<file path="config.mk">
export PLATFORM = sky130hd
export DESIGN_NAME = pinned_lru_block_cache_policy
export DESIGN_NICKNAME = d
export VERILOG_FILES = /design/src/rtl/plbc_pkg.sv /design/src/rtl/plbc_ram.sv /design/src/rtl/plbc_ctrl.sv /design/src/rtl/plbc_dpath.sv /design/src/rtl/pinned_lru_block_cache_policy.sv
export SDC_FILE = /design/constraint.sdc
export NUM_CORES = 1
export LEC_CHECK = 0
export BUFFER_PORTS_ARGS = -buffer_cell sky130_fd_sc_hd__buf_2
export CAP_MARGIN = 5
export CORE_UTILIZATION = 50
export CTS_BUF_LIST = sky130_fd_sc_hd__clkbuf_2
export CTS_CLUSTER_DIAMETER = 200
export DETAILED_ROUTE_END_ITERATION = 6
export HOLD_SLACK_MARGIN = 0.12
export PLACE_DENSITY = 0.66
export SYNTH_ARGS = -nofsm -noshare
export SYNTH_HDL_FRONTEND = slang
export SYNTH_HIERARCHICAL = 1
export SYNTH_SLANG_ARGS = --single-unit
export TNS_END_PERCENT = 1
</file>
<file path="constraint.sdc">
create_clock -name clk -period 11 [get_ports clk]
set_clock_uncertainty 0.1 [all_clocks]
set_input_delay 2.75 -clock clk [delete_from_list [all_inputs] [get_ports clk]]
set_output_delay 2.75 -clock clk [all_outputs]
set_load 0.03 [all_outputs]
</file>
<file path="src/rtl/plbc_pkg.sv">
// ----------------------------------------------------------------------------
// plbc_pkg
// Shared types and constants for the pinned LRU block cache policy.
// ----------------------------------------------------------------------------
package plbc_pkg;

  localparam int ENTRIES_DEF = 16;
  localparam int TAG_W       = 20;
  localparam int SLOT_W      = 4;
  localparam int DISK_W      = 21;
  localparam int STAMP_W     = 32;

  typedef enum logic {
    OP_GET = 1'b0,
    OP_PUT = 1'b1
  } op_t;

  typedef enum logic [1:0] {
    STAT_OK     = 2'd0,
    STAT_RANGE  = 2'd1,
    STAT_FULL   = 2'd2,
    STAT_PINNED = 2'd3
  } status_t;

  typedef struct packed {
    op_t               opcode;
    logic [TAG_W-1:0]  block_number;
    logic [SLOT_W-1:0] slot;
  } req_t;

  typedef struct packed {
    status_t           status;
    logic [SLOT_W-1:0] chosen_slot;
    logic              hit;
    logic              write_back;
    logic [TAG_W-1:0]  evicted_block;
  } rsp_t;

  typedef enum logic [1:0] {
    S_IDLE,
    S_SCAN,
    S_FINISH,
    S_COMMIT
  } ctl_state_t;

  typedef struct packed {
    logic accept;
    logic scan;
    logic commit;
  } ctl_cmd_t;

  typedef struct packed {
    logic need_scan;
    logic scan_last;
    logic out_free;
  } ctl_sts_t;

endpackage

</file>
<file path="src/rtl/plbc_ram.sv">
// ----------------------------------------------------------------------------
// plbc_ram
// Generic single-write, single-read RAM with a registered read port.
// ----------------------------------------------------------------------------
module plbc_ram #(
  parameter int WIDTH = 8,
  parameter int DEPTH = 16,
  localparam int AW = (DEPTH > 1) ? $clog2(DEPTH) : 1
) (
  input  logic             clk,
  input  logic             we,
  input  logic [AW-1:0]    waddr,
  input  logic [WIDTH-1:0] wdata,
  input  logic             re,
  input  logic [AW-1:0]    raddr,
  output logic [WIDTH-1:0] rdata
);

  logic [WIDTH-1:0] mem [DEPTH];

  always_ff @(posedge clk) begin
    if (we) begin
      mem[waddr] <= wdata;
    end
    if (re) begin
      rdata <= mem[raddr];
    end
  end

endmodule

</file>
<file path="src/rtl/plbc_ctrl.sv">
// ----------------------------------------------------------------------------
// plbc_ctrl
// Sequencer for request acceptance, slot scan and commit of the result.
// ----------------------------------------------------------------------------
module plbc_ctrl (
  input  logic                clk,
  input  logic                rst_n,
  input  logic                in_valid,
  output logic                in_ready,
  input  plbc_pkg::ctl_sts_t  sts,
  output plbc_pkg::ctl_cmd_t  cmd
);
  import plbc_pkg::*;

  ctl_state_t state_r;
  ctl_state_t state_nxt;

  always_ff @(posedge clk) begin
    if (!rst_n) begin
      state_r <= S_IDLE;
    end else begin
      state_r <= state_nxt;
    end
  end

  always_comb begin
    state_nxt = state_r;
    cmd       = '0;
    in_ready  = 1'b0;
    unique case (state_r)
      S_IDLE: begin
        in_ready = 1'b1;
        if (in_valid) begin
          cmd.accept = 1'b1;
          // Puts and out-of-range gets need no scan of the slots.
          state_nxt  = sts.need_scan ? S_SCAN : S_COMMIT;
        end
      end
      S_SCAN: begin
        cmd.scan = 1'b1;
        if (sts.scan_last) begin
          state_nxt = S_FINISH;
        end
      end
      S_FINISH: begin
        state_nxt = S_COMMIT;
      end
      S_COMMIT: begin
        if (sts.out_free) begin
          cmd.commit = 1'b1;
          state_nxt  = S_IDLE;
        end
      end
      default: begin
        state_nxt = S_IDLE;
      end
    endcase
  end

endmodule

</file>
<file path="src/rtl/plbc_dpath.sv">
// ----------------------------------------------------------------------------
// plbc_dpath
// Slot store, serial tag match and LRU victim search, state update and the
// result register.
// ----------------------------------------------------------------------------
module plbc_dpath #(
  parameter int ENTRIES = plbc_pkg::ENTRIES_DEF
) (
  input  logic                          clk,
  input  logic                          rst_n,
  input  logic                          cfg_wr_en,
  input  logic [plbc_pkg::DISK_W-1:0]   cfg_wr_data,
  input  plbc_pkg::req_t                in_data,
  input  plbc_pkg::ctl_cmd_t            cmd,
  output plbc_pkg::ctl_sts_t            sts,
  output logic                          out_valid,
  input  logic                          out_ready,
  output plbc_pkg::rsp_t                out_data
);
  import plbc_pkg::*;

  localparam int IW = $clog2(ENTRIES);
  localparam int RW = TAG_W + STAMP_W;

  logic [DISK_W-1:0]     disk_blocks_r;
  logic [STAMP_W-1:0]    stamp_cnt_r;
  logic [ENTRIES-1:0]    valid_r;
  logic [ENTRIES-1:0]    pinned_r;
  req_t                  req_r;
  logic                  scan_r;

  logic [IW-1:0]         rd_idx_r;
  logic                  cmp_valid_r;
  logic [IW-1:0]         cmp_idx_r;
  logic                  found_r;
  logic [IW-1:0]         found_idx_r;
  logic                  least_any_r;
  logic [IW-1:0]         least_idx_r;
  logic [STAMP_W-1:0]    least_stamp_r;
  logic [TAG_W-1:0]      least_tag_r;
  logic                  least_valid_r;

  logic                  out_valid_r;
  rsp_t                  out_data_r;

  logic [RW-1:0]         rd_data;
  logic [TAG_W-1:0]      ent_tag;
  logic [STAMP_W-1:0]    ent_stamp;
  logic                  ent_valid;
  logic                  ent_pinned;

  logic [STAMP_W-1:0]    new_stamp;
  logic                  wr_en;
  logic [IW-1:0]         wr_idx;
  logic                  put_en;
  rsp_t                  rsp;

  // Slot contents: tag above stamp. An entry without its valid bit reads as empty.
  plbc_ram #(
    .WIDTH (RW),
    .DEPTH (ENTRIES)
  ) u_ram (
    .clk   (clk),
    .we    (wr_en),
    .waddr (wr_idx),
    .wdata ({req_r.block_number, new_stamp}),
    .re    (cmd.scan),
    .raddr (rd_idx_r),
    .rdata (rd_data)
  );

  assign ent_valid  = valid_r[cmp_idx_r];
  assign ent_pinned = pinned_r[cmp_idx_r];
  assign ent_tag    = ent_valid ? rd_data[RW-1:STAMP_W] : '0;
  assign ent_stamp  = ent_valid ? rd_data[STAMP_W-1:0] : '0;

  assign sts.need_scan = (in_data.opcode == OP_GET) &&
                         (DISK_W'(in_data.block_number) < disk_blocks_r);
  assign sts.scan_last = (rd_idx_r == IW'(ENTRIES - 1));
  assign sts.out_free  = !out_valid_r || out_ready;

  // The stamp counter skips zero, since a zero stamp marks an empty slot.
  always_comb begin
    new_stamp = stamp_cnt_r + STAMP_W'(1);
    if (new_stamp == '0) begin
      new_stamp = STAMP_W'(1);
    end
  end

  always_comb begin
    rsp    = '0;
    wr_en  = 1'b0;
    wr_idx = found_idx_r;
    put_en = 1'b0;
    if (!scan_r) begin
      if (req_r.opcode == OP_PUT) begin
        rsp.chosen_slot = req_r.slot;
        put_en          = 1'b1;
      end else begin
        rsp.status = STAT_RANGE;
      end
    end else if (found_r) begin
      if (pinned_r[found_idx_r]) begin
        rsp.status = STAT_PINNED;
      end else begin
        wr_en           = 1'b1;
        rsp.chosen_slot = SLOT_W'(found_idx_r);
        rsp.hit         = 1'b1;
      end
    end else if (!least_any_r) begin
      rsp.status = STAT_FULL;
    end else begin
      wr_en             = 1'b1;
      wr_idx            = least_idx_r;
      rsp.chosen_slot   = SLOT_W'(least_idx_r);
      rsp.write_back    = least_valid_r;
      rsp.evicted_block = least_valid_r ? least_tag_r : '0;
    end
    wr_en = wr_en && cmd.commit;
  end

  always_ff @(posedge clk) begin
    if (!rst_n) begin
      disk_blocks_r <= '0;
      stamp_cnt_r   <= STAMP_W'(1);
      valid_r       <= '0;
      pinned_r      <= '0;
      out_valid_r   <= 1'b0;
    end else begin
      if (cfg_wr_en) begin
        disk_blocks_r <= cfg_wr_data;
      end
      if (cmd.commit) begin
        out_valid_r <= 1'b1;
      end else if (out_valid_r && out_ready) begin
        out_valid_r <= 1'b0;
      end
      if (wr_en) begin
        stamp_cnt_r      <= new_stamp;
        valid_r[wr_idx]  <= 1'b1;
        pinned_r[wr_idx] <= 1'b1;
      end
      // A put naming a slot beyond the store is ignored.
      for (int i = 0; i < ENTRIES; i++) begin
        if (cmd.commit && put_en && (32'(req_r.slot) == i)) begin
          pinned_r[i] <= 1'b0;
        end
      end
    end
  end

  always_ff @(posedge clk) begin
    if (!rst_n) begin
      rd_idx_r    <= '0;
      cmp_valid_r <= 1'b0;
      found_r     <= 1'b0;
      least_any_r <= 1'b0;
    end else begin
      cmp_valid_r <= cmd.scan;
      if (cmd.accept) begin
        rd_idx_r    <= '0;
        found_r     <= 1'b0;
        least_any_r <= 1'b0;
      end else if (cmd.scan) begin
        rd_idx_r <= rd_idx_r + IW'(1);
      end
      if (cmp_valid_r) begin
        // The first valid entry with a matching tag is the hit.
        if (!found_r && ent_valid && (ent_tag == req_r.block_number)) begin
          found_r <= 1'b1;
        end
        // Strict compare keeps the lowest index among equal stamps.
        if (!ent_pinned && (!least_any_r || (ent_stamp < least_stamp_r))) begin
          least_any_r <= 1'b1;
        end
      end
    end
  end

  always_ff @(posedge clk) begin
    cmp_idx_r <= rd_idx_r;
    if (cmd.accept) begin
      req_r  <= in_data;
      scan_r <= sts.need_scan;
    end
    if (cmp_valid_r) begin
      if (!found_r && ent_valid && (ent_tag == req_r.block_number)) begin
        found_idx_r <= cmp_idx_r;
      end
      if (!ent_pinned && (!least_any_r || (ent_stamp < least_stamp_r))) begin
        least_idx_r   <= cmp_idx_r;
        least_stamp_r <= ent_stamp;
        least_tag_r   <= ent_tag;
        least_valid_r <= ent_valid;
      end
    end
    if (cmd.commit) begin
      out_data_r <= rsp;
    end
  end

  assign out_valid = out_valid_r;
  assign out_data  = out_data_r;

endmodule

</file>
<file path="src/rtl/pinned_lru_block_cache_policy.sv">
// ----------------------------------------------------------------------------
// pinned_lru_block_cache_policy
// Fully associative block cache replacement policy with pin marks and
// timestamp LRU selection.
// ----------------------------------------------------------------------------
// A get in range scans the slot RAM one slot per cycle, from slot 0 upward,
// then passes a finish state before its result is committed.
// Puts and out-of-range gets skip the scan and go straight to commit.
// One request is taken at a time; a new request is taken in the cycle after
// the previous commit. A stalled output holds the commit back.
// Reset (synchronous, rst_n low) empties and unpins all slots at once.
module pinned_lru_block_cache_policy #(
  parameter int ENTRIES = plbc_pkg::ENTRIES_DEF
) (
  input  logic                        clk,
  input  logic                        rst_n,
  input  logic                        cfg_wr_en,
  input  logic [plbc_pkg::DISK_W-1:0] cfg_wr_data,
  input  logic                        in_valid,
  output logic                        in_ready,
  input  plbc_pkg::req_t              in_data,
  output logic                        out_valid,
  input  logic                        out_ready,
  output plbc_pkg::rsp_t              out_data
);
  import plbc_pkg::*;

  ctl_cmd_t cmd;
  ctl_sts_t sts;

  plbc_ctrl u_ctrl (
    .clk      (clk),
    .rst_n    (rst_n),
    .in_valid (in_valid),
    .in_ready (in_ready),
    .sts      (sts),
    .cmd      (cmd)
  );

  plbc_dpath #(
    .ENTRIES (ENTRIES)
  ) u_dpath (
    .clk         (clk),
    .rst_n       (rst_n),
    .cfg_wr_en   (cfg_wr_en),
    .cfg_wr_data (cfg_wr_data),
    .in_data     (in_data),
    .cmd         (cmd),
    .sts         (sts),
    .out_valid   (out_valid),
    .out_ready   (out_ready),
    .out_data    (out_data)
  );

endmodule

</file>
=== Word level (Yosys, flattened, before mapping) ===
Memories as Yosys holds them, arrays and structs flattened. A register that Yosys moved wholly into a read port is not among the register bits.
Cells that the tools add are included.

* Register bits: 214
* RAM bits: 832
* Memories kept: 1

{| class="wikitable"
|+ Memory list
! memory !! words !! width !! read ports !! clocked after Yosys merged registers in !! wr ports !! line !! RTL
|-
| u_dpath.u_ram.mem || 16 || 52 || 1 || 1 || 1 || plbc_ram.sv:19 || <nowiki>logic [WIDTH-1:0] mem [DEPTH];</nowiki>
|}

* Add/sub/neg operators: 2
* Magnitude comparators: 6
* Equality and inequality tests: 23
* Mux-type cells: 49
* Bitwise operators: 7
* Reductions and logical operators: 57

{| class="wikitable"
|+ Operator list
! cell !! number
|-
| $mux W32 || 2
|-
| $eq A4 B4 Y1 const B || 9
|-
| $reduce_or A2 Y1 || 17
|-
| $add A32 B1 Y32 const B || 1
|-
| $logic_not A32 Y1 || 1
|-
| $lt A32 B32 Y1 || 1
|-
| $or A16 B16 Y16 || 2
|-
| $mux W1 || 27
|-
| $logic_and A1 B1 Y1 || 24
|-
| $lt A20 B21 Y1 || 1
|-
| $eq A20 B20 Y1 || 1
|-
| $mux W20 || 1
|-
| $mux W4 || 5
|-
| $eq A4 B3 Y1 const B || 4
|-
| $lt A4 B5 Y1 const B || 3
|-
| $bmux W1 S4 || 3
|-
| $mux W2 || 6
|-
| $mux W6 || 2
|-
| $eq A4 B2 Y1 const B || 2
|-
| $pmux W2 S4 || 1
|-
| $ne A2 B2 Y1 const B || 3
|-
| $reduce_and A2 Y1 || 3
|-
| $mux W5 || 1
|-
| $not A1 Y1 || 5
|-
| other kinds (14) || 19
|}

=== Depth between registers and ports, before layout ===
Gate-level depths: netlist of run 1.

* Word-level depth: 8
* Gate-level depth with buffers: 14

=== Cells and area by module ===
The synthesis of run 1 kept the hierarchy.

{| class="wikitable"
|+ Modules (own cells, without submodules)
! module !! times used !! cells each !! area each (µm²)
|-
| plbc_ram || 1 || 1344 || 32737.6
|-
| plbc_dpath || 1 || 982 || 10836.6
|-
| plbc_ctrl || 1 || 22 || 191.4
|}

=== Worst setup path after synthesis of run 1 ===
No wires, ideal clock.

* Path kind: input port to flip-flop
* From: input out_ready
* To: memory u_dpath/u_ram/mem[0][0] (netlist bit) (enable)
* Data arrival time: 7.915 ns
* Required time: 10.374 ns
* Slack: 2.459 ns
* Stages on the path: 7
* Path buffers: 1
* Path through: nand2b_1 -> and2_2 -> o21ai_2 -> inv_1 -> buf_6 -> or3b_2 -> nor3_1

{| class="wikitable"
|+ RTL lines
! what !! line !! RTL
|-
| start: declaration || pinned_lru_block_cache_policy.sv:23 || <nowiki>input logic out_ready,</nowiki>
|-
| end: declaration || plbc_ram.sv:19 ||
|}

==> out/qor.txt, run 1 <==
Layout area overhead -> 9.87%
syn_area_per_cell -> 18.6 µm²
Post-synth top cells -> edfxtp_1 (999), mux4_2 (222), nand2_1 (109)
largest net degree at the start of global routing -> 99
Gate power share -> 0.092
DR vias -> 23.1k
vias in the first global route -> 24.7k
Total GRT Usage -> 0.226
post-synthesis simple-gate area fraction -> 0.0536
area share of the largest cell type after synthesis -> 0.685
final slew viol count -> 0
first-pass GRT wire length -> 148000 µm
postcts setup bufs -> 0
Worst-Margin Slew -> 1.28 ns
Sw Share -> 0.258
critical path capture point type -> flip-flop
sequential share of the synthesized area -> 0.731
Setup TNS Final -> 0 ns
CTS Buf Count -> 292
largest family of logic cells by synthesized area -> multiplexers
DR WL met3 -> 6150 µm
EDFF count, synth -> 999
VDD IR-drop max -> 121 µV
synthesized-area fraction occupied by adder cells -> 0.0160
Clock Latency Late Sink -> 1.45 ns
maximum clock rate -> 160 MHz
final setup fails -> 0
CTS tree -> yes
worst endpoint required time -> 11.85 ns
IO buf count -> 80
ys flop type -> edfxtp_1
core area -> 86800 µm²
Cell Area, Synth -> 43800 µm²
Ports -> 81
initial antenna violation count -> 3
final hold viol count -> 0
mux contribution to synthesized area -> 0.122
DRT iter0 DRCs -> 1625
clk sinks -> 1098
Placer Congestion -> 0.805
Crit Path Category -> in -> reg
clk buf depth -> 4
share of layout cells above drive strength 1 -> 0.300
Die H -> 298 µm
Pwr Density -> 175 nW/µm²
H-Tree Level Count -> 5
post-synthesis compound-gate area fraction -> 0.0399
# resized after CTS -> 0
minimum clock period -> 6.25 ns
Syn Nets -> 2455
RSZ-0062 raised after global routing -> no
Hold WC Path Type -> reg -> reg
fill count -> 6814
routed length on met2 -> 48500 µm
root cell of the clock tree -> clkbuf_2
top sig layer -> met4
Synth area leader -> edfxtp_1
post-synthesis xor/xnor area fraction -> 0.0172
number of synthesized register bits -> 1098
crit share post-route -> 0.569
most frequent cell after synthesis -> edfxtp_1
remaining global-route overflow -> 0
antenna-violating nets left -> 0
Int Pwr -> 6.25 mW
status -> completed
via-per-instance ratio -> 5.78
DRC -> 0
Yosys cell types -> 70
ranking of synthesized cells by area -> edfxtp_1 (69%), mux4_2 (11%), dfxtp_1 (4.5%)
starting density of the core -> 0.504
wl on met1 -> 41100 µm
fin util -> 0.554
Die X -> 298 µm
Worst slew margin -> 0.146
Synth warnings -> 6
clock slew at reported path FFs -> 0.10 ns
HPWL after DPL -> 55500 µm
CP max FO -> 40
cell row count -> 108
# hold bufs at CTS -> 0
total of max-cap violations -> 0
Avg WL per Cell -> 24.6 µm
Psw -> 2.18 mW
Setup crit start kind -> input pin
nets -> 2758
Post-Route WL -> 98200 µm
Clk pwr share -> 0.324
DR pass1 iterations -> 5
WP data arrival -> 7.10 ns
Sequential Power Share -> 0.584
die footprint -> 88700 µm²
asr flop ratio synth -> 0
synthesized instance count -> 2348
Leak -> 17.6 nW
[cells in the final DEF, fill, tap and decap left out, drive strengths merged, types with 6 or more instances in the layout]
cell	instances
edfxtp	999
clkbuf	409
mux4	222
buf	131
nand2	109
a22oi	105
dfxtp	99
and2	90
inv	77
xnor2	59
ha	56
clkinv	52
nor2	44
mux2i	32
and3	31
nor3	31
nor2b	28
xor2	27
nand3	26
nand4	25
o21a	19
o21ai	17
a21oi	16
o221a	16
a21o	15
nand2b	10
bufinv	8
nor4	8
diode	6
and4	6
or3	6
a21boi	6
[cell type report]
type                       count  area, µm²  area share
antenna                        6       15.0    0.000312
clock buffer                 409       2050      0.0426
clock inverter                67        468     0.00973
inverter                      70        263     0.00546
multi-input combinational   1058      11100       0.230
sequential                  1098      32000       0.665
tap                         1155       1450      0.0301
timing repair buffer         131        786      0.0163
[power by group through the flow]
stage / combinational, mW / clock [mW] / sequential [mW]
6_report: 0.773 / 2.74 / 4.92
5_1_grt: 0.836 / 3.02 / 4.95
4_1_cts: 0.789 / 2.82 / 4.93
3_5_place_dp: 0.787 / 0 / 5.02
3_3_place_gp: 0.769 / 0 / 5.01
2_1_floorplan: 0.611 / 0 / 4.95
[worst paths after layout]
kind | startpoint | endpoint | depth (start not counted) | slack, ns
worst min-delay path | u_dpath/valid_r[4] | u_dpath/valid_r[4] | 1 | 0.38
worst min register to register | u_dpath/valid_r[4] | u_dpath/valid_r[4] | 1 | 0.38
worst max-delay path | out_ready | u_dpath/u_ram/mem[4][17] | 9 | 4.75
worst max register to register | u_dpath/found_idx_r[0] | u_dpath/u_ram/mem[4][17] | 9 | 5.31
[sequential cells by signal, indices dropped and copies added, names as in the netlist, 20 cells and up]
name and count:
u_dpath/req_r 25, u_dpath/least_stamp_r 32, u_dpath/least_tag_r 20, u_dpath/u_ram/rdata 52, u_dpath/disk_blocks_r 21, u_dpath/out_data 28
u_dpath/stamp_cnt_r 32, u_dpath/u_ram/mem 832
[layer usage]
metal | vias to the layer above | track usage
li1 | 10200 | -
met1 | 11900 | 0.301
met2 | 815 | 0.369
met3 | 176 | 0.0457
met4 | 0 | 0.0869
met5 | - | 0
[critical path, stage by stage]
cell and delay [ns]:
buf_2 0.07, nand2b_1 0.15, and2_2 0.75, o21ai_2 0.18, buf_4 0.32, inv_1 0.65
nand3b_1 0.46, nor3_2 0.91, buf_4 0.79
[through the flow]
step	cells	setup WS (ns)	total power [mW]	cell area, µm²	hold slack (ns)
2_1_floorplan	2348	2.46	5.56	43800	0.276
3_3_place_gp	3510	3.58	5.78	45500	0.343
3_5_place_dp	3510	3.40	5.81	45500	0.353
4_1_cts	3986	4.88	8.53	48000	0.377
5_1_grt	3994	4.63	8.80	48100	0.399
6_report	3994	4.75	8.43	48100	0.377
[logic make-up after synthesis]
family / after synthesis
mux: 254
compound gates: 229
fa+ha+maj: 56
flops: 1098
simple gates: 433
buf+inv: 192
xor+xnor: 86
No activity file was read; power rests on OpenSTA's default activity.
==> run 2, diff against run 1 <==
--- a/config.mk
+++ b/config.mk
@@ -12,7 +12,7 @@
 export CTS_CLUSTER_DIAMETER = 200
 export DETAILED_ROUTE_END_ITERATION = 6
 export HOLD_SLACK_MARGIN = 0.12
-export PLACE_DENSITY = 0.66
+export PLACE_DENSITY = 0.68
 export SYNTH_ARGS = -nofsm -noshare
 export SYNTH_HDL_FRONTEND = slang
 export SYNTH_HIERARCHICAL = 1
==> constraint.sdc (replaced) <==
create_clock -name clk -period 5.05 [get_ports clk]
set_clock_uncertainty 0.1 [all_clocks]
set_input_delay 1.2625 -clock clk [delete_from_list [all_inputs] [get_ports clk]]
set_output_delay 1.2625 -clock clk [all_outputs]
set_load 0.03 [all_outputs]
==> out/qor.txt, run 2 (synthesis results as in run 1) <==
hold_sp -> in_valid
Die X -> 298 µm (unchanged)
register area -> 32000 µm² (unchanged)
Slowest-stage cell, CP -> dfxtp_1
worst hold margin -> 0.309 ns (-0.0676 ns)
Hold WC Path Type -> in -> reg
critical path capture point type -> flip-flop
placed insts -> 3524 (+0.40%)
r2r setup slk -> 0.40 ns (-4.91 ns)
core area -> 86800 µm² (unchanged)
DRT iter0 DRCs -> 1975 (+22%)
CP peak stage delay -> 0.65 ns (-0.26 ns)
Sequential Power Share -> 0.588 (+0.004)
Gate power share -> 0.097 (+0.005)
DR WL met3 -> 6600 µm (+7.3%)
H-Tree Level Count -> 5 (unchanged)
WP data arrival -> 5.56 ns (-1.54 ns)
DRC -> 0 (unchanged)
CP Cell Sequence -> mux4_2, mux2i_1, mux2i_4, and2_1, ha_1, a21oi_1, o21ai_0, a2111oi_0, nor4_1, or3_1, o31ai_4, buf_12
Clock Latency Late Sink -> 1.47 ns (+0.02 ns)
Layout Cells excl Fill -> 4051 (+1.4%)
vias in the first global route -> 24.6k (-0.22%)
status -> completed
Total GRT Usage -> 0.230 (+0.00414)
Ports -> 81 (unchanged)
Clk pwr share -> 0.316 (-0.008)
crit share post-route -> 0.920
remaining global-route overflow -> 0 (unchanged)
first-pass GRT wire length -> 150000 µm (+1.5%)
CP max FO -> 44 (+10%)
Crit Path Category -> reg -> reg
Post-Route WL -> 100000 µm (+2.3%)
root cell of the clock tree -> clkbuf_2
worst-case reg-to-reg path depth -> 12 (+3)
CTS tree -> yes
IO buf count -> 80 (unchanged)
wl on met1 -> 41000 µm (-0.38%)
routed length on met2 -> 50400 µm (+3.9%)
via-per-instance ratio -> 5.78 (about the same)
max reg flops -> 832 (unchanged)
Largest regs -> u_dpath/u_ram/mem: 832 flops, u_dpath/u_ram/rdata: 52 flops
top sig layer -> met4
Placer Congestion -> 0.820 (+1.8%)
HPWL after DPL -> 54300 µm (-2.2%)
DR pass1 iterations -> 5 (unchanged)
die footprint -> 88700 µm² (unchanged)
postcts setup bufs -> 0 (unchanged)
clk buf depth -> 4 (unchanged)
Setup crit start kind -> flip-flop
final slew viol count -> 0 (unchanged)
total of max-cap violations -> 0 (unchanged)
RR Startpoint -> u_dpath/cmp_idx_r[1]
starting density of the core -> 0.504 (unchanged)
nets -> 2817 (+2.1%)
area of the multi-input gates -> 11100 µm² (unchanged)
antenna-violating nets left -> 0 (unchanged)
maximum clock rate -> 215 MHz
Int Pwr -> 13.5 mW (+120%)
worst endpoint required time -> 5.96 ns (-5.89 ns)
Hold Path Stages -> 4 (+3)
DR vias -> 23.4k (+1.4%)
Avg WL per Cell -> 24.8 µm (+0.83%)
share of layout cells above drive strength 1 -> 0.297 (-0.00371)
cell row count -> 108 (unchanged)
Pwr Density -> 373 nW/µm² (+110%)
largest net degree at the start of global routing -> 87 (-12%)
most frequent cells in the layout -> edfxtp_1 (999), clkbuf_2 (404), mux4_2 (222)
Worst slew margin -> 0.189 (+0.0427)
final hold viol count -> 0 (unchanged)
fill count -> 6740 (-1.1%)
initial antenna violation count -> 4 (+1)
minimum clock period -> 4.65 ns
Die H -> 298 µm (unchanged)
Largest Register -> u_dpath/u_ram/mem
Layout area overhead -> 11.3%
worst r2r dst -> u_dpath/least_tag_r[3]
Hold EP -> u_ctrl/state_r[1]
most common cell after layout, fill and taps aside -> edfxtp_1
Psw -> 4.72 mW (+120%)
VDD IR-drop max -> 237 µV (+96%)
fin util -> 0.561 (+0.00708)
Worst-Margin Slew -> 1.21 ns (-0.0684 ns)
clock slew at reported path FFs -> 0.09 ns (about the same)
RSZ-0062 raised after global routing -> no
Leak -> 17.8 nW (+1.3%)
Sw Share -> 0.260 (+0.00165)
# resized after CTS -> 0 (unchanged)
CTS Buf Count -> 288 (-1.4%)
clk sinks -> 1098 (unchanged)
final setup fails -> 0 (unchanged)
-- run 2: cell count changes in the layout (fill, tap and decap cells not counted), moves of 2 or more --
cell,delta
nor3_4,+4
bufinv_16,-4
buf_12,+12
nor3_2,-4
xnor2_2,-4
xnor2_1,+4
buf_4,+3
dlygate4sd3_1,+47
clkbuf_2,-5
clkinv_2,+2
diode_2,-2
-- run 2: worst max-delay path by stage --
stage | from | end | slack (ns) | cells after the start
finish | u_dpath/cmp_idx_r[1] | u_dpath/least_tag_r[3] | 0.40 | 12
global route | u_dpath/cmp_idx_r[1] | u_dpath/least_stamp_r[27] | 0.16 | 12
CTS | u_dpath/cmp_idx_r[1] | u_dpath/least_stamp_r[27] | 0.31 | 12
detailed placement | u_dpath/cmp_idx_r[1] | u_dpath/least_tag_r[4] | 0.50 | 12
global placement | u_dpath/cmp_idx_r[1] | u_dpath/least_tag_r[2] | 0.76 | 12
floorplan | out_ready | u_dpath/u_ram/mem[1][0] | -0.59 | 7
-- run 2: repair_timing --
item | CTS | global route
hold endpoints to repair | 47 | 0
setup endpoints to repair | 0 | 0
hold buffers | 47 | 0
-- run 2: power by group through the flow --
stage                     combinational, mW  clock, mW  sequential, mW
final                                  1.76       5.74            10.7
after global routing                   1.91       6.36            10.7
after CTS                              1.79       5.92            10.7
after detailed placement               1.76          0            10.9
after global placement                 1.72          0            10.9
after floorplan                        1.34          0            10.8
-- run 2: critical path, delay by kind of cell, from the launching register on --
kind,cells,cell delay (ns)
AOI/OAI and AO/OA,4,1.04
muxes,3,1.02
and+or+nand+nor,3,0.72
DFF,1,0.65
adders and majority gates,1,0.31
buffers and inverters,1,0.30
-- run 2: area by class of cell --
cell class	instances	area share
inverters	70	0.00540
clock inverters	68	0.00768
flip-flops and latches	1098	0.657
repair buffers	194	0.0313
multi-input cells	1058	0.227
well taps	1155	0.0297
clock buffers	404	0.0415
diodes	4	0.000206
-- run 2: layer usage --
metal  global-route usage  vias up
li1                     -    10300
met1                0.303    12000
met2                0.383      946
met3               0.0413      193
met4               0.0899        0
met5                    0        -
-- run 2: stage by stage --
step                      TNS (ns)  total power [mW]  setup slack [ns]  instance area (µm²)
after CTS                        0              18.4             0.310                48700
after detailed placement         0              12.7             0.498                45800
after global placement           0              12.6             0.759                45800
after floorplan            -246.97              12.1            -0.593                43800
after global routing             0              19.0             0.157                48700
final                            0              18.2             0.402                48700
